==> src/hw/rtl/dphd_pkg.sv <==
`timescale 1ns / 1ps
// ----------------------------------------------------------------------------
// dphd_pkg
// Shared types and constants for the debounced press and hold detector.
// ----------------------------------------------------------------------------
package dphd_pkg;

    typedef struct packed {
        logic        pressed;
        logic [31:0] now_ms;
    } item_t;

    typedef struct packed {
        logic [1:0] event_res;
        logic [7:0] countdown_seconds;
    } result_t;

    // Hold step outcome handed to the countdown stage.
    typedef struct packed {
        logic [1:0]  event_res;
        logic        active;
        logic [31:0] remain_ms;
    } mid_t;

    localparam logic [1:0] EVT_NONE  = 2'd0;
    localparam logic [1:0] EVT_SHORT = 2'd1;
    localparam logic [1:0] EVT_HOLD  = 2'd2;

    localparam logic REG_HOLD_TIME     = 1'b0;
    localparam logic REG_DEBOUNCE_TIME = 1'b1;

    localparam logic [31:0] HOLD_TIME_RESET     = 32'd3000;
    localparam logic [31:0] DEBOUNCE_TIME_RESET = 32'd20;

    localparam int          CD_SHIFT     = 28;
    localparam logic [18:0] CD_RECIP     = 19'd268436;
    localparam logic [17:0] ROUND_UP     = 18'd999;
    localparam logic [31:0] SAT_LIMIT_MS = 32'd255000;
    localparam logic [7:0]  COUNT_MAX    = 8'd255;

endpackage

==> src/hw/rtl/dphd_countdown.sv <==
`timescale 1ns / 1ps
// ----------------------------------------------------------------------------
// dphd_countdown
// Converts remaining hold milliseconds to whole seconds, rounded up and
// saturated, using a reciprocal multiply in place of a divider.
// ----------------------------------------------------------------------------
module dphd_countdown
    import dphd_pkg::*;
(
    input  mid_t    mid,
    output result_t res
);

    logic [17:0] biased;
    logic [36:0] product;
    logic [7:0]  secs;

    assign biased  = mid.remain_ms[17:0] + ROUND_UP;
    assign product = 37'(biased) * 37'(CD_RECIP);

    always_comb
    begin
        if (!mid.active)
        begin
            secs = 8'd0;
        end
        else if (mid.remain_ms > SAT_LIMIT_MS)
        begin
            secs = COUNT_MAX;
        end
        else
        begin
            secs = product[CD_SHIFT +: 8];
        end
    end

    assign res.event_res         = mid.event_res;
    assign res.countdown_seconds = secs;

endmodule

==> src/hw/rtl/debounced_press_hold_detector_top.sv <==
`timescale 1ns / 1ps
// An accepted request passes in order through the input, middle and result registers.
// Throughput: one request per cycle; the three-register pipeline keeps
// taking requests while a result waits, until all three stages are full.
// Reset clears levels, timestamps, hold flag and stage valids, and loads
// hold_time_ms = 3000 and debounce_time_ms = 20.
// ----------------------------------------------------------------------------
// debounced_press_hold_detector_top
// Debounces a raw button level against a millisecond timestamp and reports
// short presses, hold completion and a seconds countdown to completion.
// ----------------------------------------------------------------------------
module debounced_press_hold_detector_top
    import dphd_pkg::*;
(
    input  logic        clk,
    input  logic        rst_n,
    input  logic        item_valid,
    output logic        item_ready,
    input  item_t       item,
    output logic        result_valid,
    input  logic        result_ready,
    output result_t     result,
    input  logic        cfg_valid,
    output logic        cfg_ready,
    input  logic        cfg_index,
    input  logic [31:0] cfg_data
);

    logic [31:0] hold_time_reg;
    logic [31:0] debounce_time_reg;

    logic        raw_reg, raw_next;
    logic        stable_reg, stable_next;
    logic        fired_reg, fired_next;
    logic [31:0] edge_time_reg, edge_time_next;
    logic [31:0] press_time_reg, press_time_next;

    logic        a_valid_reg;
    item_t       a_reg;
    logic        b_valid_reg;
    mid_t        b_reg, b_next;
    logic        c_valid_reg;
    result_t     c_reg, c_next;

    logic        c_ready, b_ready, a_ready;
    logic        a_to_b, b_to_c;

    logic        stab_change;
    logic        fire;
    logic        fired_mid;
    logic [31:0] held;

    assign cfg_ready = 1'b1;

    always_ff @(posedge clk or negedge rst_n)
    begin
        if (!rst_n)
        begin
            hold_time_reg     <= HOLD_TIME_RESET;
            debounce_time_reg <= DEBOUNCE_TIME_RESET;
        end
        else if (cfg_valid)
        begin
            case (cfg_index)
                REG_HOLD_TIME:     hold_time_reg     <= cfg_data;
                REG_DEBOUNCE_TIME: debounce_time_reg <= cfg_data;
                default:           hold_time_reg     <= hold_time_reg;
            endcase
        end
    end

    assign c_ready    = !c_valid_reg || result_ready;
    assign b_ready    = !b_valid_reg || c_ready;
    assign a_ready    = !a_valid_reg || b_ready;
    assign item_ready = a_ready;
    assign a_to_b     = a_valid_reg && b_ready;
    assign b_to_c     = b_valid_reg && c_ready;

    // State update for the request in the input register.
    always_comb
    begin
        raw_next       = a_reg.pressed;
        edge_time_next = (a_reg.pressed != raw_reg) ? a_reg.now_ms : edge_time_reg;
        stab_change    = (raw_next != stable_reg)
                         && ((a_reg.now_ms - edge_time_next) >= debounce_time_reg);
        stable_next    = stab_change ? raw_next : stable_reg;
        press_time_next = (stab_change && raw_next) ? a_reg.now_ms : press_time_reg;
        fired_mid      = (stab_change && raw_next) ? 1'b0 : fired_reg;
        held           = a_reg.now_ms - press_time_next;
        fire           = stable_next && raw_next && !fired_mid && (held >= hold_time_reg);
        fired_next     = fired_mid || fire;

        b_next.event_res = EVT_NONE;
        if (fire)
        begin
            b_next.event_res = EVT_HOLD;
        end
        else if (stab_change && !raw_next && !fired_reg)
        begin
            b_next.event_res = EVT_SHORT;
        end
        b_next.active    = stable_next && raw_next && !fired_mid && (held < hold_time_reg);
        b_next.remain_ms = hold_time_reg - held;
    end

    dphd_countdown u_countdown (
        .mid (b_reg),
        .res (c_next)
    );

    always_ff @(posedge clk or negedge rst_n)
    begin
        if (!rst_n)
        begin
            raw_reg        <= 1'b0;
            stable_reg     <= 1'b0;
            fired_reg      <= 1'b0;
            edge_time_reg  <= 32'd0;
            press_time_reg <= 32'd0;
            a_valid_reg    <= 1'b0;
            b_valid_reg    <= 1'b0;
            c_valid_reg    <= 1'b0;
        end
        else
        begin
            if (a_to_b)
            begin
                raw_reg        <= raw_next;
                stable_reg     <= stable_next;
                fired_reg      <= fired_next;
                edge_time_reg  <= edge_time_next;
                press_time_reg <= press_time_next;
            end
            if (a_ready)
            begin
                a_valid_reg <= item_valid;
            end
            if (b_ready)
            begin
                b_valid_reg <= a_valid_reg;
            end
            if (c_ready)
            begin
                c_valid_reg <= b_valid_reg;
            end
        end
    end

    always_ff @(posedge clk)
    begin
        if (a_ready && item_valid)
        begin
            a_reg <= item;
        end
        if (a_to_b)
        begin
            b_reg <= b_next;
        end
        if (b_to_c)
        begin
            c_reg <= c_next;
        end
    end

    assign result_valid = c_valid_reg;
    assign result       = c_reg;

`ifndef NO_ASSERTIONS
    // A hold or short press always leaves the countdown inactive.
    assert property (@(posedge clk) disable iff (!rst_n)
        (result_valid && (result.event_res == EVT_HOLD || result.event_res == EVT_SHORT))
        |-> (result.countdown_seconds == 8'd0))
        else $error("countdown nonzero on a press event");

    // Requests are refused only when every pipeline stage holds a request.
    assert property (@(posedge clk) disable iff (!rst_n)
        !item_ready |-> (a_valid_reg && b_valid_reg && c_valid_reg))
        else $error("input refused with a free pipeline stage");

    // A middle-stage request is never dropped while the result stalls.
    assert property (@(posedge clk) disable iff (!rst_n)
        (b_valid_reg && c_valid_reg && !result_ready) |=> b_valid_reg)
        else $error("middle stage lost a request under stall");

    // The hold state changes only when a request leaves the input register.
    assert property (@(posedge clk) disable iff (!rst_n)
        !a_to_b |=> ($stable(fired_reg) && $stable(press_time_reg)))
        else $error("hold state changed without a request");
`endif

endmodule

==> config.mk <==
export PLATFORM = sky130hd
export DESIGN_NAME = debounced_press_hold_detector_top
export DESIGN_NICKNAME = d
export VERILOG_FILES = /design/src/hw/rtl/dphd_pkg.sv /design/src/hw/rtl/dphd_countdown.sv /design/src/hw/rtl/debounced_press_hold_detector_top.sv
export SDC_FILE = /design/constraint.sdc
export NUM_CORES = 1
export LEC_CHECK = 0
export BUFFER_PORTS_ARGS = -buffer_cell sky130_fd_sc_hd__buf_2
export CAP_MARGIN = 20
export CORE_UTILIZATION = 41
export CTS_CLUSTER_SIZE = 16
export DETAILED_ROUTE_END_ITERATION = 10
export GPL_TIMING_DRIVEN = 0
export PLACE_DENSITY = 0.53
export SYNTH_ARGS = -nofsm -noshare
export SYNTH_HDL_FRONTEND = slang
export SYNTH_SLANG_ARGS = --single-unit
==> constraint.sdc <==
create_clock -name clk -period 18.6 [get_ports clk]
set_input_delay 1.86 -clock clk [delete_from_list [all_inputs] [get_ports clk]]
set_output_delay 1.86 -clock clk [all_outputs]
set_load 0.01 [all_outputs]
==> flow_summary.ini <==
[clocking]
worstSkewPairLatency_ns = 0.55
htreeDepth = 1
cts_tree = yes
cts_buffers = 26
cts-root-buf = clkbuf_16
clk_pin_slew_ns = 0.06
clock_path_buffers = 3
cts_setup_buffers = 0
cts.repair.resized = 0
clock_sinks = 212
postCtsHoldBufs = 0

[sta]
setup_viol_count_final = 0
layout_min_cycle_time_ns = 13.27
slew_headroom = 0.338
finalCritPeriodShare = 0.713
finalSetupTns_ns = 0
tightest_slew_ns = 0.968
drv_slew = 0
max_freq_mhz = 75.4
rsz0062_at_grt = false
hold_viol_final = 0
fin_skew_ns = 0.0149

[worst_hold_path]
hold_path_class = flop to flop

[finish]
drive_gt1_frac = 0.160
utilization = 0.463
layout.nets = 2238
area_growth_pct = 11.5
largest_reg_flops = 35

[logic_synthesis]
synth_warnings = 0
synth_enable_flop_cells = 78
syn-instance-count = 1739
syn_area_um2 = 17900
synth_top_flop_cell = dfrtp_1
avgSynthCellArea_um2 = 10.3
ys_seq_area_frac = 0.319
async_flop_share = 0.632
synth_cell_type_count = 78
ys_seq_elements = 212
synth_nets = 2123

[detailed_routing]
ant_nets = 0
num_vias = 12800
vias_per_cell = 5.22
drt_iter0_markers = 464
drc = 0
drt-wirelength-per-cell_um = 17.0
wl_um = 41800
drtPass1Iterations = 5

[global_route]
grt_pass1_wl_um = 67200
grt_pass1_vias = 13000
grt_max_degree = 70
grt_usage = 0.192
grt_antenna_before_repair = 0
gr-total-overflow = 0

[floorplan]
die_x_um = 211
initial_utilization = 0.415
top_level_ports = 84
core_area_um2 = 43100
num_rows = 76
die_area_um2 = 44500
dieHeight_um = 211

[setup_path]
slowest_delay_ns = 0.67
path_max_fanout = 10
crit_type = flop to flop
regToRegStartpoint = raw_next$_DFFE_PP_
required_ns = 18.89
arrival_ns = 13.56
end_kind = flop
r2r_slack_ns = 5.33
crit_top_cell = a21oi_1
reg2reg_depth = 43
endpoint = b_reg[31]$_DFFE_PP_
cp_slowest_cell = o21ai_1
cp-startpoint = raw_next$_DFFE_PP_
r2r_end = b_reg[31]$_DFFE_PP_
cp-start-kind = flop

[job]
max-cap-violations = 0

[placed_design]
hpwl_um = 34200
io_buffers = 82
place_congestion = 0.912

[run_status]
status = finished clean
==> cells in the mapped netlist (18+ instances only) <==
| library cell | n | share of area |
|---|---|---|
| xnor2_1 | 54 | 0.026 |
| mux2_2 | 127 | 0.080 |
| o21ai_0 | 52 | 0.015 |
| nand2_1 | 88 | 0.018 |
| nand4_1 | 21 | 0.0073 |
| fa_1 | 48 | 0.054 |
| inv_1 | 193 | 0.041 |
| edfxtp_1 | 78 | 0.13 |
| nand3_1 | 27 | 0.0076 |
| nand2b_1 | 21 | 0.0073 |
| a21o_1 | 66 | 0.028 |
| nor2_1 | 71 | 0.015 |
| dfrtp_1 | 125 | 0.17 |
| xor2_1 | 43 | 0.021 |
| mux2i_1 | 54 | 0.030 |
| nor3_1 | 18 | 0.0050 |
| a21oi_1 | 110 | 0.031 |
| clkbuf_1 | 21 | 0.0044 |
| and3_1 | 20 | 0.0070 |
| nor2b_1 | 18 | 0.0063 |
| ha_1 | 265 | 0.19 |
==> layout make-up <==
type	instances	area [µm²]
antenna	1	2.50
buffer	41	178
clock buffer	36	739
clock inverter	12	77.6
fill	4098	23100
inverter	193	724
multi-input combinational	1293	11300
sequential	212	5710
tap	585	732
timing repair buffer	87	499
==> worst min-delay path by stage <==
stage | startpoint | to | slack, ns | cells past startpoint
floorplan | b_reg[33]$_SDFFCE_PP0P_ | result[8]$_DFFE_PP_ | 0.40 | 0
global placement | b_reg[34]$_SDFFCE_PP1P_ | result[9]$_DFFE_PP_ | 0.41 | 0
global route | b_reg[34]$_SDFFCE_PP1P_ | result[9]$_DFFE_PP_ | 0.45 | 0
CTS | b_reg[33]$_SDFFCE_PP0P_ | result[8]$_DFFE_PP_ | 0.43 | 0
detailed placement | b_reg[33]$_SDFFCE_PP0P_ | result[8]$_DFFE_PP_ | 0.42 | 0
finish | b_reg[33]$_SDFFCE_PP0P_ | result[8]$_DFFE_PP_ | 0.43 | 0
==> stage by stage <==
stage / cell area [µm²] / worst slack [ns] / hold slack, ns / cells
2_1_floorplan: 17900 / 8.84 / 0.400 / 1739
3_3_place_gp: 19000 / 5.51 / 0.408 / 2406
3_5_place_dp: 19100 / 5.50 / 0.419 / 2409
4_1_cts: 19900 / 5.41 / 0.434 / 2457
5_1_grt: 19900 / 4.62 / 0.448 / 2459
6_report: 19900 / 5.33 / 0.429 / 2460
==> cell usage in the layout, fill, tap and decap left out, drive strengths merged, types with 14 or more instances in the layout <==
cell	count
ha	265
clkbuf	58
buf	106
a21oi	111
nand4	21
xor2	43
nand3	27
o21ai	55
fa	48
dfrtp	125
nand2b	21
edfxtp	78
nor3	18
nor2	71
a21o	66
xnor2	55
and3	20
a31oi	14
inv	196
mux2i	54
nor2b	18
mux2	127
o21a	14
nand2	88
==> logic make-up (layout without fill, tap and decap cells) <==
kind of cell / after synthesis / count (layout) / share of synthesized area
compound gates: 361 / 361 / 0.135
simple gates: 334 / 334 / 0.0937
fa+ha+maj: 318 / 318 / 0.242
buf+inv: 234 / 369 / 0.0504
flops: 212 / 212 / 0.319
mux: 181 / 181 / 0.110
xor+xnor: 98 / 98 / 0.0490
other cells: 1 / 2 / 0.000210
==> layer usage <==
metal  GRT usage  up-vias  wire length, µm
met5           0        -                0
met3      0.0190       57              911
met4      0.0562        0             1190
li1            -     6497                -
met2       0.336      166            20100
met1       0.250     6115            19600
==> critical path: cells and delay by family (launching register included) <==
kind / cells / cell delay (ns)
AO/OA/AOI/OAI: 19 / 5.57
XOR/XNOR: 3 / 0.77
adder cells (fa/ha/maj): 4 / 1.53
buffers and inverters: 5 / 2.00
flip-flops: 1 / 0.36
multiplexers: 2 / 0.48
AND/OR/NAND/NOR: 10 / 2.27
Power is not shown: default switching activity piles up to over one toggle a cycle in this logic, so the estimate is an artifact.
